File: src/tlc_pkg.sv
package tlc_pkg;

    localparam int TABLE_LENGTH     = 20;
    localparam int SAMPLES_AVERAGED = 3;
    localparam int ROM_ENTRIES      = 20;
    localparam int TBL_N = (TABLE_LENGTH < ROM_ENTRIES) ? TABLE_LENGTH : ROM_ENTRIES;

    localparam int ROM_IDX_W = $clog2(ROM_ENTRIES);
    localparam int IDX_W     = (TBL_N > 1) ? $clog2(TBL_N) : 1;

    localparam int SAMPLE_W = 12;
    localparam int SUM_W    = 14;
    localparam int AVG_W    = SUM_W;
    localparam int RAW_W    = 11;
    localparam int TMP_W    = 11;
    localparam int TEMP_W   = 13;
    localparam int COUNT_W  = $clog2(SAMPLES_AVERAGED + 1);

    // average = (sum * ceil(2^K / N)) >> K, exact for sums below 2^SUM_W
    localparam int AVG_K   = SUM_W + 2;
    localparam int RECIP_W = AVG_K + 1;
    localparam logic [RECIP_W-1:0] AVG_RECIP =
        RECIP_W'((2 ** AVG_K + SAMPLES_AVERAGED - 1) / SAMPLES_AVERAGED);

    localparam int DIV_W     = RAW_W + TMP_W;
    localparam int DIV_CNT_W = $clog2(DIV_W + 1);

    localparam int SCALE_W     = 9;
    localparam logic [SCALE_W-1:0] SCALE_MUL = 9'd500;
    localparam int SCALE_SHIFT = 10;

    localparam logic [SAMPLE_W-1:0] DISCONNECT_CODE = 12'd1023;

    typedef logic [1:0] t_sensor;
    localparam t_sensor SENSOR_THERM  = 2'd0;
    localparam t_sensor SENSOR_SCALED = 2'd1;
    localparam t_sensor SENSOR_DIRECT = 2'd2;

    typedef struct packed {
        logic [SAMPLE_W-1:0] sample;
        logic                read_fault;
    } t_in_item;

    typedef struct packed {
        logic signed [TEMP_W-1:0] temperature;
        logic                     fault_seen;
        logic                     disconnected;
        logic                     invalid_type;
    } t_out_item;

    // microcode
    localparam int PC_W   = 4;
    localparam int OP_W   = 4;
    localparam int COND_W = 4;

    typedef logic [OP_W-1:0]   t_op;
    typedef logic [COND_W-1:0] t_cond;

    localparam t_op OP_NOP       = 4'd0;
    localparam t_op OP_ACCEPT    = 4'd1;
    localparam t_op OP_AVG       = 4'd2;
    localparam t_op OP_SEARCH    = 4'd3;
    localparam t_op OP_PRODUCT   = 4'd4;
    localparam t_op OP_DIV_LOAD  = 4'd5;
    localparam t_op OP_DIV_STEP  = 4'd6;
    localparam t_op OP_INTERP    = 4'd7;
    localparam t_op OP_TEMP_LAST = 4'd8;
    localparam t_op OP_DIRECT    = 4'd9;
    localparam t_op OP_EMIT      = 4'd10;

    localparam t_cond C_NEXT        = 4'd0;
    localparam t_cond C_ALWAYS      = 4'd1;
    localparam t_cond C_NO_REQ      = 4'd2;
    localparam t_cond C_NOT_THERM   = 4'd3;
    localparam t_cond C_NOT_FULL    = 4'd4;
    localparam t_cond C_SEARCH_MORE = 4'd5;
    localparam t_cond C_MISS        = 4'd6;
    localparam t_cond C_DIV_MORE    = 4'd7;
    localparam t_cond C_OUT_BUSY    = 4'd8;

    typedef struct packed {
        t_op             op;
        t_cond           cond;
        logic [PC_W-1:0] target;
    } t_uword;

    typedef struct packed {
        logic not_therm;
        logic not_full;
        logic search_more;
        logic miss;
        logic div_more;
        logic out_busy;
    } t_status;

    function automatic logic [RAW_W-1:0] rom_raw(input logic [ROM_IDX_W-1:0] idx);
        logic [RAW_W-1:0] v;
        case (idx)
            5'd0:    v = 11'd1;
            5'd1:    v = 11'd54;
            5'd2:    v = 11'd107;
            5'd3:    v = 11'd160;
            5'd4:    v = 11'd213;
            5'd5:    v = 11'd266;
            5'd6:    v = 11'd319;
            5'd7:    v = 11'd372;
            5'd8:    v = 11'd425;
            5'd9:    v = 11'd478;
            5'd10:   v = 11'd531;
            5'd11:   v = 11'd584;
            5'd12:   v = 11'd637;
            5'd13:   v = 11'd690;
            5'd14:   v = 11'd743;
            5'd15:   v = 11'd796;
            5'd16:   v = 11'd849;
            5'd17:   v = 11'd902;
            5'd18:   v = 11'd955;
            5'd19:   v = 11'd1008;
            default: v = 11'd1008;
        endcase
        return v;
    endfunction

    function automatic logic signed [TMP_W-1:0] rom_temp(input logic [ROM_IDX_W-1:0] idx);
        logic signed [TMP_W-1:0] v;
        case (idx)
            5'd0:    v = 11'sd599;
            5'd1:    v = 11'sd160;
            5'd2:    v = 11'sd123;
            5'd3:    v = 11'sd103;
            5'd4:    v = 11'sd90;
            5'd5:    v = 11'sd79;
            5'd6:    v = 11'sd70;
            5'd7:    v = 11'sd62;
            5'd8:    v = 11'sd55;
            5'd9:    v = 11'sd49;
            5'd10:   v = 11'sd43;
            5'd11:   v = 11'sd37;
            5'd12:   v = 11'sd31;
            5'd13:   v = 11'sd25;
            5'd14:   v = 11'sd19;
            5'd15:   v = 11'sd12;
            5'd16:   v = 11'sd5;
            5'd17:   v = -11'sd3;
            5'd18:   v = -11'sd16;
            5'd19:   v = -11'sd42;
            default: v = -11'sd42;
        endcase
        return v;
    endfunction

endpackage

File: src/tlc_useq.sv
module tlc_useq (
    input  logic             i_clk,
    input  logic             i_rst_n,
    input  logic             i_in_valid,
    input  tlc_pkg::t_status i_status,
    output tlc_pkg::t_uword  o_uword
);
    import tlc_pkg::*;

    localparam logic [PC_W-1:0] L_IDLE       = 4'd0;
    localparam logic [PC_W-1:0] L_CHECK_TYPE = 4'd1;
    localparam logic [PC_W-1:0] L_CHECK_FULL = 4'd2;
    localparam logic [PC_W-1:0] L_AVG        = 4'd3;
    localparam logic [PC_W-1:0] L_SEARCH     = 4'd4;
    localparam logic [PC_W-1:0] L_MISS_CHECK = 4'd5;
    localparam logic [PC_W-1:0] L_PRODUCT    = 4'd6;
    localparam logic [PC_W-1:0] L_DIV_LOAD   = 4'd7;
    localparam logic [PC_W-1:0] L_DIV_STEP   = 4'd8;
    localparam logic [PC_W-1:0] L_INTERP     = 4'd9;
    localparam logic [PC_W-1:0] L_TEMP_LAST  = 4'd10;
    localparam logic [PC_W-1:0] L_DIRECT     = 4'd11;
    localparam logic [PC_W-1:0] L_EMIT       = 4'd12;
    localparam logic [PC_W-1:0] L_DONE       = 4'd13;

    function automatic t_uword ucode(input logic [PC_W-1:0] pc);
        t_uword w;
        unique case (pc)
            L_IDLE:       w = '{OP_ACCEPT,    C_NO_REQ,      L_IDLE};
            L_CHECK_TYPE: w = '{OP_NOP,       C_NOT_THERM,   L_DIRECT};
            L_CHECK_FULL: w = '{OP_NOP,       C_NOT_FULL,    L_IDLE};
            L_AVG:        w = '{OP_AVG,       C_NEXT,        L_IDLE};
            L_SEARCH:     w = '{OP_SEARCH,    C_SEARCH_MORE, L_SEARCH};
            L_MISS_CHECK: w = '{OP_NOP,       C_MISS,        L_TEMP_LAST};
            L_PRODUCT:    w = '{OP_PRODUCT,   C_NEXT,        L_IDLE};
            L_DIV_LOAD:   w = '{OP_DIV_LOAD,  C_NEXT,        L_IDLE};
            L_DIV_STEP:   w = '{OP_DIV_STEP,  C_DIV_MORE,    L_DIV_STEP};
            L_INTERP:     w = '{OP_INTERP,    C_ALWAYS,      L_EMIT};
            L_TEMP_LAST:  w = '{OP_TEMP_LAST, C_ALWAYS,      L_EMIT};
            L_DIRECT:     w = '{OP_DIRECT,    C_NEXT,        L_IDLE};
            L_EMIT:       w = '{OP_EMIT,      C_OUT_BUSY,    L_EMIT};
            L_DONE:       w = '{OP_NOP,       C_ALWAYS,      L_IDLE};
            default:      w = '{OP_NOP,       C_ALWAYS,      L_IDLE};
        endcase
        return w;
    endfunction

    logic [PC_W-1:0] r_pc;
    logic [PC_W-1:0] n_pc;
    t_uword          w_uword;
    logic            w_jump;

    always_comb begin
        w_uword = ucode(r_pc);
        unique case (w_uword.cond)
            C_NEXT:        w_jump = 1'b0;
            C_ALWAYS:      w_jump = 1'b1;
            C_NO_REQ:      w_jump = !i_in_valid;
            C_NOT_THERM:   w_jump = i_status.not_therm;
            C_NOT_FULL:    w_jump = i_status.not_full;
            C_SEARCH_MORE: w_jump = i_status.search_more;
            C_MISS:        w_jump = i_status.miss;
            C_DIV_MORE:    w_jump = i_status.div_more;
            C_OUT_BUSY:    w_jump = i_status.out_busy;
            default:       w_jump = 1'b1;
        endcase
        n_pc = w_jump ? w_uword.target : r_pc + 1'b1;
    end

    always_ff @(posedge i_clk) begin
        if (!i_rst_n) begin
            r_pc <= L_IDLE;
        end else begin
            r_pc <= n_pc;
        end
    end

    assign o_uword = w_uword;

endmodule

File: src/tlc_div.sv
module tlc_div (
    input  logic                      i_clk,
    input  logic                      i_rst_n,
    input  logic                      i_load,
    input  logic                      i_step,
    input  logic [tlc_pkg::DIV_W-1:0] i_dividend,
    input  logic [tlc_pkg::RAW_W-1:0] i_divisor,
    output logic [tlc_pkg::DIV_W-1:0] o_quotient,
    output logic                      o_more
);
    import tlc_pkg::*;

    logic [DIV_W-1:0]     r_quo;
    logic [RAW_W-1:0]     r_rem;
    logic [RAW_W-1:0]     r_dvs;
    logic [DIV_CNT_W-1:0] r_cnt;
    logic [RAW_W:0]       w_shift;
    logic [RAW_W:0]       w_sub;
    logic                 w_ge;

    // restoring division, one quotient bit per cycle while i_step is high
    assign w_shift = {r_rem, r_quo[DIV_W-1]};
    assign w_sub   = w_shift - {1'b0, r_dvs};
    assign w_ge    = w_shift >= {1'b0, r_dvs};

    always_ff @(posedge i_clk) begin
        if (!i_rst_n) begin
            r_cnt <= '0;
        end else if (i_load) begin
            r_cnt <= DIV_CNT_W'(DIV_W);
        end else if (i_step && r_cnt != '0) begin
            r_cnt <= r_cnt - 1'b1;
        end
    end

    always_ff @(posedge i_clk) begin
        if (i_load) begin
            r_quo <= i_dividend;
            r_rem <= '0;
            r_dvs <= i_divisor;
        end else if (i_step && r_cnt != '0) begin
            r_quo <= {r_quo[DIV_W-2:0], w_ge};
            r_rem <= w_ge ? w_sub[RAW_W-1:0] : w_shift[RAW_W-1:0];
        end
    end

    assign o_quotient = r_quo;
    assign o_more     = r_cnt > DIV_CNT_W'(1);

endmodule

File: src/tlc_dpath.sv
module tlc_dpath (
    input  logic               i_clk,
    input  logic               i_rst_n,
    input  tlc_pkg::t_uword    i_uword,
    input  logic               i_cfg_valid,
    input  tlc_pkg::t_sensor   i_cfg_data,
    input  logic               i_in_valid,
    input  tlc_pkg::t_in_item  i_in_data,
    input  logic               i_out_ready,
    output logic               o_out_valid,
    output tlc_pkg::t_out_item o_out_data,
    output tlc_pkg::t_status   o_status
);
    import tlc_pkg::*;

    t_sensor                   r_sensor_type;
    logic [SUM_W-1:0]          r_sum;
    logic [COUNT_W-1:0]        r_count;
    logic                      r_acc_fault;
    logic                      r_acc_disc;
    logic                      r_out_valid;
    t_out_item                 r_out;

    logic [SAMPLE_W-1:0]       r_sample;
    logic                      r_smp_fault;
    logic                      r_smp_disc;
    logic [AVG_W-1:0]          r_avg;
    logic [IDX_W-1:0]          r_idx;
    logic                      r_neg;
    logic [DIV_W-1:0]          r_prod_mag;
    logic [RAW_W-1:0]          r_den;
    logic signed [TMP_W-1:0]   r_t0;
    logic signed [TEMP_W-1:0]  r_temp;
    logic                      r_res_fault;
    logic                      r_res_disc;
    logic                      r_res_inv;

    logic                      w_accept;
    logic                      w_in_disc;
    logic                      w_out_busy;
    logic [IDX_W-1:0]          w_idx_prev;
    logic [RAW_W-1:0]          w_r0;
    logic [RAW_W-1:0]          w_r1;
    logic signed [TMP_W-1:0]   w_t0;
    logic signed [TMP_W-1:0]   w_t1;
    logic                      w_hit;
    logic signed [RAW_W:0]     w_diff;
    logic signed [TMP_W:0]     w_dt;
    logic signed [RAW_W+TMP_W+1:0] w_prod;
    logic [RAW_W+TMP_W+1:0]    w_prod_abs;
    logic [SUM_W+RECIP_W-1:0]  w_avg_prod;
    logic [SAMPLE_W+SCALE_W-1:0] w_scaled;
    logic [DIV_W-1:0]          w_quo;
    logic                      w_div_more;
    logic signed [DIV_W+1:0]   w_qs;
    logic signed [DIV_W+1:0]   w_interp;
    logic signed [TEMP_W-1:0]  w_t0_ext;
    logic signed [TEMP_W-1:0]  w_t1_ext;

    assign w_accept   = (i_uword.op == OP_ACCEPT) && i_in_valid;
    assign w_in_disc  = i_in_data.sample == DISCONNECT_CODE;
    assign w_out_busy = r_out_valid && !i_out_ready;

    assign w_idx_prev = r_idx - 1'b1;
    assign w_r1 = rom_raw(ROM_IDX_W'(r_idx));
    assign w_t1 = rom_temp(ROM_IDX_W'(r_idx));
    assign w_r0 = rom_raw(ROM_IDX_W'(w_idx_prev));
    assign w_t0 = rom_temp(ROM_IDX_W'(w_idx_prev));
    assign w_hit = AVG_W'(w_r1) > r_avg;

    // on a hit the average is below the entry, so it fits RAW_W bits
    assign w_diff = $signed({1'b0, r_avg[RAW_W-1:0]}) - $signed({1'b0, w_r0});
    assign w_dt   = $signed({w_t1[TMP_W-1], w_t1}) - $signed({w_t0[TMP_W-1], w_t0});
    assign w_prod = w_diff * w_dt;
    assign w_prod_abs = w_prod[RAW_W+TMP_W+1] ? -w_prod : w_prod;

    assign w_avg_prod = r_sum * AVG_RECIP;
    assign w_scaled   = r_sample * SCALE_MUL;

    assign w_qs     = $signed({2'b00, w_quo});
    assign w_interp = $signed({{(DIV_W+2-TMP_W){r_t0[TMP_W-1]}}, r_t0})
                      + (r_neg ? -w_qs : w_qs);
    assign w_t0_ext = {{(TEMP_W-TMP_W){r_t0[TMP_W-1]}}, r_t0};
    assign w_t1_ext = {{(TEMP_W-TMP_W){w_t1[TMP_W-1]}}, w_t1};

    tlc_div u_div (
        .i_clk      (i_clk),
        .i_rst_n    (i_rst_n),
        .i_load     (i_uword.op == OP_DIV_LOAD),
        .i_step     (i_uword.op == OP_DIV_STEP),
        .i_dividend (r_prod_mag),
        .i_divisor  (r_den),
        .o_quotient (w_quo),
        .o_more     (w_div_more)
    );

    always_ff @(posedge i_clk) begin
        if (!i_rst_n) begin
            r_sensor_type <= SENSOR_THERM;
            r_sum         <= '0;
            r_count       <= '0;
            r_acc_fault   <= 1'b0;
            r_acc_disc    <= 1'b0;
            r_out_valid   <= 1'b0;
        end else begin
            if (i_cfg_valid) begin
                r_sensor_type <= i_cfg_data;
            end
            if (w_accept) begin
                if (r_sensor_type == SENSOR_THERM) begin
                    r_sum       <= r_sum + SUM_W'(i_in_data.sample);
                    r_count     <= r_count + 1'b1;
                    r_acc_fault <= r_acc_fault | i_in_data.read_fault;
                    r_acc_disc  <= r_acc_disc | w_in_disc;
                end else begin
                    r_sum       <= '0;
                    r_count     <= '0;
                    r_acc_fault <= 1'b0;
                    r_acc_disc  <= 1'b0;
                end
            end else if (i_uword.op == OP_AVG) begin
                r_sum       <= '0;
                r_count     <= '0;
                r_acc_fault <= 1'b0;
                r_acc_disc  <= 1'b0;
            end
            if (i_uword.op == OP_EMIT && !w_out_busy) begin
                r_out_valid <= 1'b1;
            end else if (i_out_ready) begin
                r_out_valid <= 1'b0;
            end
        end
    end

    always_ff @(posedge i_clk) begin
        case (i_uword.op)
            OP_ACCEPT: begin
                if (i_in_valid) begin
                    r_sample    <= i_in_data.sample;
                    r_smp_fault <= i_in_data.read_fault;
                    r_smp_disc  <= w_in_disc;
                end
            end
            OP_AVG: begin
                r_avg       <= w_avg_prod[AVG_K +: AVG_W];
                r_idx       <= IDX_W'(1);
                r_res_fault <= r_acc_fault;
                r_res_disc  <= r_acc_disc;
                r_res_inv   <= 1'b0;
            end
            OP_SEARCH: begin
                if (!w_hit && r_idx != IDX_W'(TBL_N - 1)) begin
                    r_idx <= r_idx + 1'b1;
                end
            end
            OP_PRODUCT: begin
                r_neg      <= w_prod[RAW_W+TMP_W+1];
                r_prod_mag <= w_prod_abs[DIV_W-1:0];
                r_den      <= w_r1 - w_r0;
                r_t0       <= w_t0;
            end
            OP_INTERP: begin
                r_temp <= (r_den == '0) ? w_t0_ext : w_interp[TEMP_W-1:0];
            end
            OP_TEMP_LAST: begin
                r_temp <= w_t1_ext;
            end
            OP_DIRECT: begin
                unique case (r_sensor_type)
                    SENSOR_SCALED: begin
                        r_temp      <= TEMP_W'(w_scaled >> SCALE_SHIFT);
                        r_res_fault <= r_smp_fault;
                        r_res_disc  <= r_smp_disc;
                        r_res_inv   <= 1'b0;
                    end
                    SENSOR_DIRECT: begin
                        r_temp      <= TEMP_W'(r_sample);
                        r_res_fault <= r_smp_fault;
                        r_res_disc  <= r_smp_disc;
                        r_res_inv   <= 1'b0;
                    end
                    default: begin
                        r_temp      <= '0;
                        r_res_fault <= 1'b0;
                        r_res_disc  <= 1'b0;
                        r_res_inv   <= 1'b1;
                    end
                endcase
            end
            OP_EMIT: begin
                if (!w_out_busy) begin
                    r_out.temperature  <= r_temp;
                    r_out.fault_seen   <= r_res_fault;
                    r_out.disconnected <= r_res_disc;
                    r_out.invalid_type <= r_res_inv;
                end
            end
            default: begin
            end
        endcase
    end

    assign o_status.not_therm   = r_sensor_type != SENSOR_THERM;
    assign o_status.not_full    = r_count < COUNT_W'(SAMPLES_AVERAGED);
    assign o_status.search_more = !w_hit && (r_idx != IDX_W'(TBL_N - 1));
    assign o_status.miss        = !w_hit;
    assign o_status.div_more    = w_div_more;
    assign o_status.out_busy    = w_out_busy;

    assign o_out_valid = r_out_valid;
    assign o_out_data  = r_out;

endmodule

File: src/thermistor_temperature_converter_core.sv
// Channel   Signals                                   Moves
// cfg       i_cfg_valid / o_cfg_ready, i_cfg_data     sensor type write, always ready
// in        i_in_valid / o_in_ready, i_in_data        one sample request
// out       o_out_valid / i_out_ready, o_out_data     one temperature result
//
// A thermistor sample that does not complete an average is only accumulated.
// A completing sample is averaged and the table is scanned; past the table end
// the last entry's temperature is taken, else the value is interpolated in the
// bit-serial interpolation divider. Other sensor types are converted directly.
// Synchronous active-low reset; no clearing pass. A stalled output holds the
// sequencer at its emit step until the previous result moves; the next request is taken once the new result is written.
module thermistor_temperature_converter_core (
    input  logic               i_clk,
    input  logic               i_rst_n,
    input  logic               i_cfg_valid,
    output logic               o_cfg_ready,
    input  tlc_pkg::t_sensor   i_cfg_data,
    input  logic               i_in_valid,
    output logic               o_in_ready,
    input  tlc_pkg::t_in_item  i_in_data,
    output logic               o_out_valid,
    input  logic               i_out_ready,
    output tlc_pkg::t_out_item o_out_data
);
    import tlc_pkg::*;

    t_uword  w_uword;
    t_status w_status;

    tlc_useq u_useq (
        .i_clk      (i_clk),
        .i_rst_n    (i_rst_n),
        .i_in_valid (i_in_valid),
        .i_status   (w_status),
        .o_uword    (w_uword)
    );

    tlc_dpath u_dpath (
        .i_clk       (i_clk),
        .i_rst_n     (i_rst_n),
        .i_uword     (w_uword),
        .i_cfg_valid (i_cfg_valid),
        .i_cfg_data  (i_cfg_data),
        .i_in_valid  (i_in_valid),
        .i_in_data   (i_in_data),
        .i_out_ready (i_out_ready),
        .o_out_valid (o_out_valid),
        .o_out_data  (o_out_data),
        .o_status    (w_status)
    );

    assign o_cfg_ready = 1'b1;
    assign o_in_ready  = w_uword.op == OP_ACCEPT;

endmodule
File: config.mk
export PLATFORM = sky130hd
export DESIGN_NAME = thermistor_temperature_converter_core
export DESIGN_NICKNAME = d
export VERILOG_FILES = /design/src/tlc_pkg.sv /design/src/tlc_useq.sv /design/src/tlc_div.sv /design/src/tlc_dpath.sv /design/src/thermistor_temperature_converter_core.sv
export SDC_FILE = /design/constraint.sdc
export NUM_CORES = 1
export LEC_CHECK = 0
export BUFFER_PORTS_ARGS = -buffer_cell sky130_fd_sc_hd__buf_4
export CORE_ASPECT_RATIO = 1.75
export CORE_MARGIN = 2
export CORE_UTILIZATION = 56
export CTS_CLUSTER_SIZE = 14
export DETAILED_ROUTE_END_ITERATION = 10
export PLACE_DENSITY_LB_ADDON = 0.3
export SLEW_MARGIN = 0
export SYNTH_ARGS = -nofsm -noshare
export SYNTH_HDL_FRONTEND = slang
export SYNTH_HIERARCHICAL = 1
export SYNTH_SLANG_ARGS = --single-unit
File: constraint.sdc
create_clock -name i_clk -period 8.97 [get_ports i_clk]
set_clock_uncertainty 0.1 [all_clocks]
set_input_delay 0.4485 -clock i_clk [delete_from_list [all_inputs] [get_ports i_clk]]
set_output_delay 0.4485 -clock i_clk [all_outputs]
set_load 0.05 [all_outputs]
==> flow_summary.toml <==
[worst_hold_path]
min-delay-path-class = "in -> reg"
min_path_cells = 1

[global_routing]
grt_start_max_net_pins = 55
grt-ovfl-total = 0
grt_pass1_wl_um = 94540
grt_pass1_vias = 19020
grt.total_usage = 0.2653
antenna_found_initial = 1

[clock_network]
insertion_delay_ns = 0.53
cts_root_buf = "clkbuf_16"
ctsHoldBuffers = 0
cts.sinks = 214
cts_tree = "yes"
htreeDepth = 1
cts_buffers = 22
ctsLongestPathBuffers = 3
clkTransAtPathRegs_ns = 0.07

[yosys]
syn_nets = 2991
synth_top_flop_cell = "edfxtp_1"
synth_area_per_cell_um2 = 9.705
synth.most_common_cell = "inv_1"
synth_area_leaders = "fa_1 (20%), edfxtp_1 (18%), ha_1 (15%)"
yosysUniqueCellTypes = 109
yosysWarnings = 6
synth_common_cells = "inv_1 (385), ha_1 (290), fa_1 (239)"
async_flop_share = 0
synth-edff-count = 141
synthesis.area_um2 = 23700
yosysTopAreaCell = "fa_1"
yosysTopAreaCellShare = 0.2019
ys_ff_latch = 214
postSynthCellCount = 2442
yosysSeqAreaShare = 0.2403

[critical_path]
worstRegToRegCells = 35
worstPathRequired_ns = 9.13
cp_common_cell = "fa_1"
crit_fanout = 7
cp-start-kind = "flip-flop"
crit_type = "reg -> reg"
cp-end-kind = "flip-flop"
worst_ep_arrival_time_ns = 8.96
slowest_delay_ns = 0.56
slowest_stage = "fa_2"

[floorplanning]
start_util = 0.5677
io_pins = 39
dieHeight_um = 276.1
die_w_um = 159.5
die_area_um2 = 44040
core_um2 = 41740
rows = 99

[layout]
nFillCells = 3360
final_util = 0.6387
area_growth_pct = 12.51
drive_gt1_frac = 0.1427
register_area_um2 = 5695
multiInputGateArea_um2 = 16790
nNetsFinal = 3113

[sta]
setup_slack_ns = 0.1703
max_slew_margin = 0.1059
worstMarginPinSlew_ns = 1.336
fin_tns_setup_ns = 0
drv_slew = 0
setup_viol = 0
max_freq_mhz = 113.6
period_needed_ns = 8.800
fin_crit_sh = 0.9810
hold_viol_final = 0
rsz0062_at_grt = "yes"

[drt]
ant_nets = 0
first_pass_iters = 7
drt_iter0_markers = 898
vias = 18180
wire_per_inst_um = 18.99
routed_wl_um = 59540
route.detailed.drc = 0
via_per_inst = 5.798

[place]
hpwl_um = 47840
port_buffers = 37
place_congestion = 0.9845
dp_slack_ns = -0.1678

[outcome]
status = "complete, no violations"

[job]
drv_cap = 0
==> state kept, by name, summed over array words and instances, names as in the netlist, 5 cells and up <==
name,count
u_dpath/u_div/r_dvs,11
u_dpath/r_sum,14
u_dpath/r_idx,5
u_dpath/r_temp,13
u_dpath/u_div/r_cnt,5
u_dpath/r_prod_mag,22
u_dpath/r_sample,12
u_dpath/u_div/r_rem,11
u_useq/o_uword,12
u_dpath/w_r1,10
u_dpath/r_t0,10
u_dpath/u_div/o_quotient,22
u_dpath/r_avg,13
u_dpath/w_t1,10
u_dpath/r_den,11
u_dpath/o_out_data,16
==> cell usage in the layout, fill, tap and decap left out, types with 11 or more instances in the layout <==
master	netlist	layout
nand2_1	188	184
inv_1	385	373
or3_1	19	18
buf_6	1	11
ha_1	290	276
xor2_1	37	36
nand3_1	38	37
a21oi_1	104	94
mux2_2	25	25
o211ai_1	16	16
and2_1	28	27
o21ai_1	11	20
fa_1	239	230
nor2_1	133	128
o21a_1	18	18
and3_1	13	11
nor2b_1	54	49
o21ai_0	84	69
a21o_1	29	29
mux2i_1	26	26
a31oi_1	20	18
buf_4	6	149
a211oi_1	13	12
nor3_1	34	32
clkbuf_16	0	22
nand2b_1	50	47
xnor2_1	87	84
dfxtp_1	73	73
a22oi_1	19	18
edfxtp_1	141	141
inv_2	4	14
==> per-stage QoR <==
| stage | hold WS [ns] | cell area (um2) | cells |
|---|---|---|---|
| floorplan | 0.3003 | 23730 | 2442 |
| global placement | 0.3022 | 25090 | 3055 |
| detailed placement | 0.3045 | 25090 | 3055 |
| CTS | 0.008195 | 25950 | 3105 |
| global route | 0.01450 | 26660 | 3134 |
| finish | 0.02483 | 26660 | 3135 |
==> cells by family (layout without fill, tap and decap cells) <==
logic type                 after synthesis  after routing  synth area share
and+or+nand+nor                        616            616            0.1290
adders and majority gates              530            530            0.3554
buffers and inverters                  460            596           0.07502
AOI/OAI and AO/OA                      438            438            0.1257
DFF                                    214            214            0.2403
xor gates and xnor gates               129            130           0.04926
muxes                                   54             54           0.02508
other                                    1              2         0.0001582
==> routing by layer <==
layer | vias to the layer above | wire, um | track usage
met5 | - | 0 | 0
met1 | 8963 | 21130 | 0.2839
met4 | 0 | 4051 | 0.1564
met3 | 227 | 2199 | 0.02370
li1 | 8487 | - | -
met2 | 501 | 32170 | 0.5016
==> worst paths after layout <==
kind         slack (ns)                               to                   startpoint
max                0.17  u_dpath/r_prod_mag[2]$_DFFE_PN_   u_dpath/r_idx[0]$_DFFE_PP_
min                0.02    u_dpath/r_sample[0]$_DFFE_PP_                 i_in_data[1]
max reg2reg        0.17  u_dpath/r_prod_mag[2]$_DFFE_PN_   u_dpath/r_idx[0]$_DFFE_PP_
min reg2reg        0.31  u_dpath/o_out_data[9]$_DFFE_PP_  u_dpath/r_temp[6]$_DFFE_PP_
==> worst max-delay path: cells and delay by family (launching register included) <==
family	cells	cell delay (ns)
adders and majority gates	7	3.06
and+or+nand+nor	9	1.72
AOI/OAI and AO/OA	9	1.59
buffers and inverters	7	0.91
xor gates and xnor gates	3	0.67
DFF	1	0.45
==> layout make-up <==
cell class,count,area share
inverter,391,0.05547
timing repair inverter,1,0.0002816
tap,555,0.02604
antenna,1,0.00009385
timing repair buffer,165,0.05035
clock inverter,12,0.003238
sequential,214,0.2136
multi-input combinational,1769,0.6296
clock buffer,27,0.02135
==> repair_timing <==
| action | CTS | global route |
|---|---|---|
| resized for setup | 25 | 106 |
| endpoints found under the setup margin | 21 | 22 |
| cloned | 0 | 2 |
| setup buffers | 11 | 27 |
| endpoints found under the hold margin | 0 | 0 |
| pin swaps | 11 | 69 |
Power is not shown: default switching activity piles up to over one toggle a cycle in this logic, so the estimate is an artifact.
